**src/fmp_pkg.sv**
```systemverilog
`default_nettype none
package fmp_pkg;

    // Field and arithmetic widths
    localparam int unsigned ExpBitsDefault = 63;
    localparam int unsigned ExpWidth       = 63;
    localparam int unsigned ValWidth       = 30;
    localparam int unsigned InDataWidth    = 64;
    localparam int unsigned OutDataWidth   = 64;

    // Modulus 1e9+7
    localparam logic [ValWidth-1:0] PrimeMod = 30'd1000000007;

    typedef logic [ValWidth-1:0] val_t;

    // Request to the modular multiplier
    typedef struct packed {
        logic start;
        val_t op_a;
        val_t op_b;
    } mul_req_t;

    // Answer from the modular multiplier
    typedef struct packed {
        logic done;
        val_t prod;
    } mul_rsp_t;

    // Sequencer states
    typedef enum logic [2:0] {
        ST_IDLE,
        ST_BIT,
        ST_MUL,
        ST_WAIT,
        ST_COPY,
        ST_FINISH
    } seq_state_t;

    // (x + y) mod p for x, y below p
    function automatic val_t add_mod(input val_t x, input val_t y);
        logic [ValWidth:0] s;
        s = {1'b0, x} + {1'b0, y};
        if (s >= {1'b0, PrimeMod})
        begin
            s = s - {1'b0, PrimeMod};
        end
        return s[ValWidth-1:0];
    endfunction

    // Pick one of four values
    function automatic val_t sel4(input logic [1:0] idx, input val_t v0, input val_t v1,
                                  input val_t v2, input val_t v3);
        val_t r;
        case (idx)
            2'd0:    r = v0;
            2'd1:    r = v1;
            2'd2:    r = v2;
            default: r = v3;
        endcase
        return r;
    endfunction

endpackage
`default_nettype wire

```
**src/fibonacci_matrix_power_mod_core.sv**
```systemverilog
`default_nettype none
// Scans the exponent bits up to and including the first set bit without multiplying, then runs
//   eight modular products per bit (one radix-4 multiplier, 15 digit steps each).
// One item at a time; the next item is taken as soon as the result sits in the output register.
// Reset (rst_n, asynchronous, active low) clears the sequencer and output valid.
module fibonacci_matrix_power_mod_core #(
    parameter int unsigned EXP_BITS = fmp_pkg::ExpBitsDefault
) (
    input  wire logic                             clk,
    input  wire logic                             rst_n,
    input  wire logic                             s_axis_tvalid,
    output      logic                             s_axis_tready,
    input  wire logic [fmp_pkg::InDataWidth-1:0]  s_axis_tdata,  // exponent[62:0], pad
    output      logic                             m_axis_tvalid,
    input  wire logic                             m_axis_tready,
    output      logic [fmp_pkg::OutDataWidth-1:0] m_axis_tdata   // fib_next, fib_this, pad
);
    import fmp_pkg::*;

    localparam int unsigned CntW = $clog2(EXP_BITS + 1);

    seq_state_t          state_reg, state_next;
    logic [EXP_BITS-1:0] exp_reg, exp_next;
    logic [CntW-1:0]     cnt_reg, cnt_next;
    logic                started_reg, started_next;
    logic [2:0]          idx_reg, idx_next;
    val_t                m0_reg, m1_reg, m2_reg, m3_reg;
    val_t                m0_next, m1_next, m2_next, m3_next;
    val_t                t0_reg, t1_reg, t2_reg, t3_reg;
    val_t                t0_next, t1_next, t2_next, t3_next;
    logic                ov_reg, ov_next;
    val_t                on_reg, on_next, ot_reg, ot_next;

    mul_req_t req;
    mul_rsp_t rsp;
    val_t     tcur, tsum;
    logic     msb;

    fmp_mulmod u_mul (
        .clk   (clk),
        .rst_n (rst_n),
        .req   (req),
        .rsp   (rsp)
    );

    assign msb = exp_reg[EXP_BITS-1];

    // Squaring schedule: entry e = idx[2:1], term j = idx[0]
    assign req.op_a  = sel4({idx_reg[2], idx_reg[0]}, m0_reg, m1_reg, m2_reg, m3_reg);
    assign req.op_b  = sel4({idx_reg[0], idx_reg[1]}, m0_reg, m1_reg, m2_reg, m3_reg);
    assign req.start = (state_reg == ST_MUL);
    assign tcur      = sel4(idx_reg[2:1], t0_reg, t1_reg, t2_reg, t3_reg);
    assign tsum      = idx_reg[0] ? add_mod(tcur, rsp.prod) : rsp.prod;

    // Sequencer
    always_comb
    begin
        state_next   = state_reg;
        exp_next     = exp_reg;
        cnt_next     = cnt_reg;
        started_next = started_reg;
        idx_next     = idx_reg;
        {m0_next, m1_next, m2_next, m3_next} = {m0_reg, m1_reg, m2_reg, m3_reg};
        {t0_next, t1_next, t2_next, t3_next} = {t0_reg, t1_reg, t2_reg, t3_reg};
        ov_next = ov_reg;
        on_next = on_reg;
        ot_next = ot_reg;
        if (ov_reg && m_axis_tready)
        begin
            ov_next = 1'b0;
        end
        case (state_reg)
            ST_IDLE:
            begin
                if (s_axis_tvalid)
                begin
                    exp_next     = s_axis_tdata[EXP_BITS-1:0];
                    cnt_next     = CntW'(EXP_BITS);
                    started_next = 1'b0;
                    m0_next = val_t'(1);
                    m1_next = '0;
                    m2_next = '0;
                    m3_next = val_t'(1);
                    state_next = ST_BIT;
                end
            end
            ST_BIT:
            begin
                if (cnt_reg == '0)
                begin
                    state_next = ST_FINISH;
                end
                else if (!started_reg)
                begin
                    // identity squared is identity; first set bit loads the base
                    if (msb)
                    begin
                        started_next = 1'b1;
                        m0_next = val_t'(1);
                        m1_next = val_t'(1);
                        m2_next = val_t'(1);
                        m3_next = '0;
                    end
                    exp_next = {exp_reg[EXP_BITS-2:0], 1'b0};
                    cnt_next = cnt_reg - 1'b1;
                end
                else
                begin
                    idx_next   = '0;
                    state_next = ST_MUL;
                end
            end
            ST_MUL:
            begin
                state_next = ST_WAIT;
            end
            ST_WAIT:
            begin
                if (rsp.done)
                begin
                    case (idx_reg[2:1])
                        2'd0:    t0_next = tsum;
                        2'd1:    t1_next = tsum;
                        2'd2:    t2_next = tsum;
                        default: t3_next = tsum;
                    endcase
                    idx_next   = idx_reg + 1'b1;
                    state_next = (idx_reg == 3'd7) ? ST_COPY : ST_MUL;
                end
            end
            ST_COPY:
            begin
                // on a set bit, product times base: [a+b, a; c+d, c]; else the product is copied
                if (msb)
                begin
                    m0_next = add_mod(t0_reg, t1_reg);
                    m1_next = t0_reg;
                    m2_next = add_mod(t2_reg, t3_reg);
                    m3_next = t2_reg;
                end
                else
                begin
                    {m0_next, m1_next, m2_next, m3_next} = {t0_reg, t1_reg, t2_reg, t3_reg};
                end
                exp_next   = {exp_reg[EXP_BITS-2:0], 1'b0};
                cnt_next   = cnt_reg - 1'b1;
                state_next = ST_BIT;
            end
            ST_FINISH:
            begin
                if (!ov_reg || m_axis_tready)
                begin
                    ov_next    = 1'b1;
                    on_next    = m0_reg;
                    ot_next    = m1_reg;
                    state_next = ST_IDLE;
                end
            end
            default:
            begin
                state_next = ST_IDLE;
            end
        endcase
    end

    always_ff @(posedge clk or negedge rst_n)
    begin
        if (!rst_n)
        begin
            state_reg   <= ST_IDLE;
            cnt_reg     <= '0;
            started_reg <= 1'b0;
            idx_reg     <= '0;
            ov_reg      <= 1'b0;
        end
        else
        begin
            state_reg   <= state_next;
            cnt_reg     <= cnt_next;
            started_reg <= started_next;
            idx_reg     <= idx_next;
            ov_reg      <= ov_next;
        end
    end

    always_ff @(posedge clk)
    begin
        exp_reg <= exp_next;
        m0_reg  <= m0_next;
        m1_reg  <= m1_next;
        m2_reg  <= m2_next;
        m3_reg  <= m3_next;
        t0_reg  <= t0_next;
        t1_reg  <= t1_next;
        t2_reg  <= t2_next;
        t3_reg  <= t3_next;
        on_reg  <= on_next;
        ot_reg  <= ot_next;
    end

    assign s_axis_tready = (state_reg == ST_IDLE);
    assign m_axis_tvalid = ov_reg;
    assign m_axis_tdata  = {{(OutDataWidth - 2 * ValWidth){1'b0}}, ot_reg, on_reg};

endmodule
`default_nettype wire

```
**src/fmp_mulmod.sv**
```systemverilog
`default_nettype none
// Radix-4 interleaved modular multiplier: two bits of op_a per cycle.
module fmp_mulmod (
    input  wire logic             clk,
    input  wire logic             rst_n,
    input  wire fmp_pkg::mul_req_t req,
    output fmp_pkg::mul_rsp_t     rsp
);
    import fmp_pkg::*;

    localparam int unsigned Digits = ValWidth / 2;
    localparam int unsigned CntW   = $clog2(Digits + 1);
    localparam int unsigned TW     = ValWidth + 3;

    val_t            r_reg, r_next;
    val_t            a_reg, a_next;
    val_t            b_reg, b_next;
    logic [CntW-1:0] cnt_reg, cnt_next;
    logic            busy_reg, busy_next;
    logic            done_reg, done_next;

    logic [1:0]    dig;
    logic [TW-1:0] acc;
    logic [TW-1:0] rem;
    logic [TW-1:0] pw;

    // One digit step: acc = 4r + d*b, then subtract the largest multiple of p
    always_comb
    begin
        dig = a_reg[ValWidth-1 -: 2];
        pw  = {3'b000, PrimeMod};
        acc = {1'b0, r_reg, 2'b00};
        if (dig[0])
        begin
            acc = acc + {3'b000, b_reg};
        end
        if (dig[1])
        begin
            acc = acc + {2'b00, b_reg, 1'b0};
        end
        if (acc >= TW'(6) * pw)
            rem = acc - TW'(6) * pw;
        else if (acc >= TW'(5) * pw)
            rem = acc - TW'(5) * pw;
        else if (acc >= TW'(4) * pw)
            rem = acc - TW'(4) * pw;
        else if (acc >= TW'(3) * pw)
            rem = acc - TW'(3) * pw;
        else if (acc >= TW'(2) * pw)
            rem = acc - TW'(2) * pw;
        else if (acc >= pw)
            rem = acc - pw;
        else
            rem = acc;
    end

    // Step control
    always_comb
    begin
        r_next    = r_reg;
        a_next    = a_reg;
        b_next    = b_reg;
        cnt_next  = cnt_reg;
        busy_next = busy_reg;
        done_next = 1'b0;
        if (req.start)
        begin
            r_next    = '0;
            a_next    = req.op_a;
            b_next    = req.op_b;
            cnt_next  = CntW'(Digits);
            busy_next = 1'b1;
        end
        else if (busy_reg)
        begin
            r_next   = rem[ValWidth-1:0];
            a_next   = {a_reg[ValWidth-3:0], 2'b00};
            cnt_next = cnt_reg - 1'b1;
            if (cnt_reg == CntW'(1))
            begin
                busy_next = 1'b0;
                done_next = 1'b1;
            end
        end
    end

    always_ff @(posedge clk or negedge rst_n)
    begin
        if (!rst_n)
        begin
            cnt_reg  <= '0;
            busy_reg <= 1'b0;
            done_reg <= 1'b0;
        end
        else
        begin
            cnt_reg  <= cnt_next;
            busy_reg <= busy_next;
            done_reg <= done_next;
        end
    end

    always_ff @(posedge clk)
    begin
        r_reg <= r_next;
        a_reg <= a_next;
        b_reg <= b_next;
    end

    assign rsp.done = done_reg;
    assign rsp.prod = r_reg;

endmodule
`default_nettype wire

```
**config.mk**
```make
export PLATFORM = sky130hd
export DESIGN_NAME = fibonacci_matrix_power_mod_core
export DESIGN_NICKNAME = d
export VERILOG_FILES = /design/src/fmp_pkg.sv /design/src/fibonacci_matrix_power_mod_core.sv /design/src/fmp_mulmod.sv
export SDC_FILE = /design/constraint.sdc
export NUM_CORES = 1
export LEC_CHECK = 0
export ABC_CLOCK_PERIOD_IN_PS = 23100
export BUFFER_PORTS_ARGS = -buffer_cell sky130_fd_sc_hd__buf_4
export CAP_MARGIN = 5
export CELL_PAD_IN_SITES_DETAIL_PLACEMENT = 0
export CELL_PAD_IN_SITES_GLOBAL_PLACEMENT = 2
export CORE_MARGIN = 2
export CORE_UTILIZATION = 40
export DETAILED_ROUTE_END_ITERATION = 8
export MAX_ROUTING_LAYER = met4
export PLACE_DENSITY = 0.88
export REMOVE_ABC_BUFFERS = 1
export SETUP_SLACK_MARGIN = 0.15
export SYNTH_ARGS = -nofsm -noshare
export SYNTH_HDL_FRONTEND = slang
export SYNTH_SLANG_ARGS = --single-unit
```
**constraint.sdc**
```tcl
create_clock -name clk -period 23.1 [get_ports clk]
set_clock_uncertainty 0.2 [all_clocks]
set_input_delay 1.155 -clock clk [delete_from_list [all_inputs] [get_ports clk]]
set_output_delay 1.155 -clock clk [all_outputs]
set_load 0.005 [all_outputs]
```
==> flow_metrics.env <==
export IMPL_synth_edf_count=423
export IMPL_regToRegSetupSlack_ns=14.48
export IMPL_cts_resized=0
export IMPL_clock_tree_root_cell="clkbuf_16"
export IMPL_path_delay_family="compound AO/OA/AOI/OAI gates"
export IMPL_crit_type="register to register"
export IMPL_yosys_area_top_type="edfxtp_1"
export IMPL_async_flop_share_pct=4.23
export IMPL_cpPeakStageDelay_ns=0.75
export IMPL_max_freq_mhz=116
export IMPL_synth_seq_cells=473
export IMPL_synth_distinct_cells=110
export IMPL_fillers=8950
export IMPL_yosysWarnings=0
export IMPL_tns_ns=0
export IMPL_ctsHoldBuffers=0
export IMPL_vias=32400
export IMPL_crit_end="u_mul.r_reg[26]$_SDFFE_PP0P_"
export IMPL_routedWlPerCell_um=23.4
export IMPL_leakage_nw=15.3
export IMPL_die_h_um=309
export IMPL_netlist_area_sq_um=37200
export IMPL_crit_path_end_kind="register"
export IMPL_firstDrtPassIters=9
export IMPL_clock_path_buffers=3
export IMPL_period_share_pct=37.3
export IMPL_startpoint="u_mul.r_reg[1]$_SDFFE_PP0P_"
export IMPL_numCtsBuffers=50
export IMPL_largest_register_ffs=63
export IMPL_worstRegToRegCells=22
export IMPL_reg2reg_to="u_mul.r_reg[26]$_SDFFE_PP0P_"
export IMPL_cts_tree="yes"
export IMPL_worstMarginPinSlew_ns=1.08
export IMPL_crit_chain="ha_1 -> a211oi_2 -> o21ai_2 -> a221oi_2 -> or4_1 -> and3_1 -> inv_1 -> ha_1 -> a21oi_2 -> o21ai_0 -> mux2_2 -> a311oi_1 -> a21oi_1 -> a21oi_1 -> nor2_1 -> o31ai_1 -> o21a_1 -> or2_1 -> o311ai_0 -> a31oi_1 -> xnor2_1 -> o21ai_0"
export IMPL_ir_worst_vdd_mv=0.0535
export IMPL_track_usage_pct=25.9
export IMPL_syn_area_per_cell_sq_um=9.42
export IMPL_cp_data_required_time_ns=23.38
export IMPL_clkLatencyLatePin_ns=0.63
export IMPL_diodes=0
export IMPL_drv_slew=0
export IMPL_hpwl_mm=92.1
export IMPL_viasPerCell=6.17
export IMPL_synth_top_area_share_pct=34.1
export IMPL_fin_util_pct=44.7
export IMPL_drc_errors=0
export IMPL_outcome="finished, final reports clean"
export IMPL_yosys_top_cells_area="edfxtp_1 (34%), ha_1 (5.8%), mux4_2 (3.6%), a21oi_1 (3.6%), nor2_1 (3.5%)"
export IMPL_path_clk_slew_ns=0.06
export IMPL_die_area_sq_um=95500
export IMPL_cts_htree_levels=2
export IMPL_fin_ws_ns=14.48
export IMPL_rsz0062_at_grt="no"
export IMPL_nNetsFinal=4217
export IMPL_grt_max_degree=94
export IMPL_cp_arrival_ns=8.90
export IMPL_cts_sinks=473
export IMPL_cp_start_kind="register"
export IMPL_synth_cells=3950
export IMPL_initial_utilization_pct=40.5
export IMPL_crit_fanout=18
export IMPL_gp_congestion=0.936
export IMPL_path_depth=22
export IMPL_place_ws_ns=14.67
export IMPL_first_iter_violations=3295
export IMPL_io_pins=134
export IMPL_post_cts_setup_buffers=0
export IMPL_seq_area_frac_synth_pct=37.1
export IMPL_antenna_found_initial=2
export IMPL_syn2layout_area_growth_pct=10.4
export IMPL_power_density_nw_per_um2=44.0
export IMPL_grt_pass1_vias=30900
export IMPL_totalWireLength_mm=123
export IMPL_hp_class="input pin to async pin"
export IMPL_drive_gt1_share_pct=12.8
export IMPL_worst_path_buf_inv=1
export IMPL_die_w_um=309
export IMPL_min_period_ns=8.62
export IMPL_io_buffer_count=128
export IMPL_gr_total_overflow=0
export IMPL_hold_viol=0
export IMPL_synthFlopType="edfxtp_1"
export IMPL_ant_nets=0
export IMPL_setup_violations=0
export IMPL_reg2reg_from="u_mul.r_reg[1]$_SDFFE_PP0P_"
export IMPL_grt_pass1_wl_mm=186
export IMPL_worst_path_max_delay_cell="or2_1"
export IMPL_core_rowCount=111
export IMPL_slew_headroom_pct=27.9
export IMPL_maxCapViolations=0
export IMPL_fp_coreArea_sq_um=91900
-- logic make-up after synthesis --
logic type                 after synthesis  share of synthesized area [%]
adders and majority gates              178                           6.08
buffers and inverters                  367                           4.03
xor gates and xnor gates               163                           3.84
DFF                                    473                           37.1
and+or+nand+nor                       1336                           17.6
muxes                                  256                           9.15
AOI/OAI and AO/OA                     1176                           22.2
other                                    1                         0.0101
-- area by class of cell --
| cell class | count | area (sq um) | area share (%) |
|---|---|---|---|
| multi-input combinational | 3113 | 22000 | 53.5 |
| sequential | 473 | 13800 | 33.6 |
| tap | 1243 | 1560 | 3.78 |
| timing repair buffer | 187 | 1420 | 3.45 |
| clock buffer | 58 | 1320 | 3.22 |
| inverter | 146 | 548 | 1.33 |
| clock inverter | 36 | 455 | 1.11 |
-- worst min-delay path by stage --
| stage | startpoint | end | depth (start not counted) |
|---|---|---|---|
| 6_report | rst_n | u_mul.cnt_reg[3]$_DFFE_PN0P_ | 1 |
| 5_1_grt | rst_n | u_mul.cnt_reg[2]$_DFFE_PN0P_ | 1 |
| 4_1_cts | rst_n | u_mul.cnt_reg[3]$_DFFE_PN0P_ | 1 |
| 3_5_place_dp | m1_reg[16]$_DFFE_PP_ | ot_reg[16]$_DFFE_PP_ | 0 |
| 3_3_place_gp | m1_reg[16]$_DFFE_PP_ | ot_reg[16]$_DFFE_PP_ | 0 |
| 2_1_floorplan | m1_reg[0]$_DFFE_PP_ | ot_reg[0]$_DFFE_PP_ | 0 |
-- cell usage in the layout (no fill, tap or decap), types with 22 or more instances in the layout --
cell / netlist / final
o211ai_1: 49 / 49
or3_1: 35 / 35
a211o_1: 23 / 23
or2_2: 25 / 25
nor2_1: 349 / 345
mux4_2: 60 / 60
nand3_1: 123 / 123
a31oi_1: 61 / 61
a21o_1: 63 / 63
nor2b_1: 28 / 28
a21oi_1: 265 / 265
nand2b_1: 43 / 43
nand2_1: 330 / 329
nand4_1: 44 / 44
o21ai_0: 199 / 199
mux2_2: 75 / 75
o2111ai_1: 22 / 22
o31ai_1: 32 / 32
and2_1: 46 / 46
inv_1: 144 / 144
nor3_1: 126 / 124
nor4_1: 35 / 35
buf_4: 11 / 186
a211oi_1: 59 / 59
o311ai_0: 29 / 29
xor2_1: 47 / 47
o21a_1: 51 / 50
edfxtp_1: 423 / 423
clkbuf_16: 0 / 51
xnor2_1: 116 / 116
or4_1: 26 / 26
a222oi_1: 31 / 31
dfxtp_1: 30 / 30
ha_1: 173 / 172
mux2i_1: 121 / 121
and3_1: 52 / 52
-- cells in the mapped netlist (52+ instances only) --
| master | instances |
|---|---|
| ha_1 | 173 |
| nand3_1 | 123 |
| edfxtp_1 | 423 |
| mux2_2 | 75 |
| a21oi_1 | 265 |
| nor3_1 | 126 |
| nor2_1 | 349 |
| nand2_1 | 330 |
| xnor2_1 | 116 |
| mux2i_1 | 121 |
| a31oi_1 | 61 |
| o21ai_0 | 199 |
| and3_1 | 52 |
| a211oi_1 | 59 |
| a21o_1 | 63 |
| clkbuf_1 | 135 |
| mux4_2 | 60 |
| inv_1 | 144 |
-- layer usage --
layer | GRT usage [%] | up-vias | share of wire [%]
met3 | 2.32 | 210 | 6.8
li1 | - | 15300 | -
met1 | 35.5 | 15800 | 44
met4 | 7.71 | 0 | 3.0
met5 | - | - | 0
met2 | 40.6 | 1153 | 46
-- power by group --
part	switching, mW	total, mW	internal [mW]
registers	0.000155	0.920	0.920
logic	0.00444	0.0158	0.0114
clock network	0.368	0.874	0.506
total	0.373	1.81	1.44
-- through the flow --
step                power, mW  hold WS (ns)  cells  cell area (sq um)
global route             1.86         0.207   5256              41100
global placement        0.954         0.265   5162              39300
floorplan               0.944         0.246   3732              36300
finish                   1.81         0.208   5256              41100
detailed placement      0.954         0.272   5162              39300
CTS                      1.83         0.178   5256              41100
Note: power is estimated with default switching activity, not from simulation.
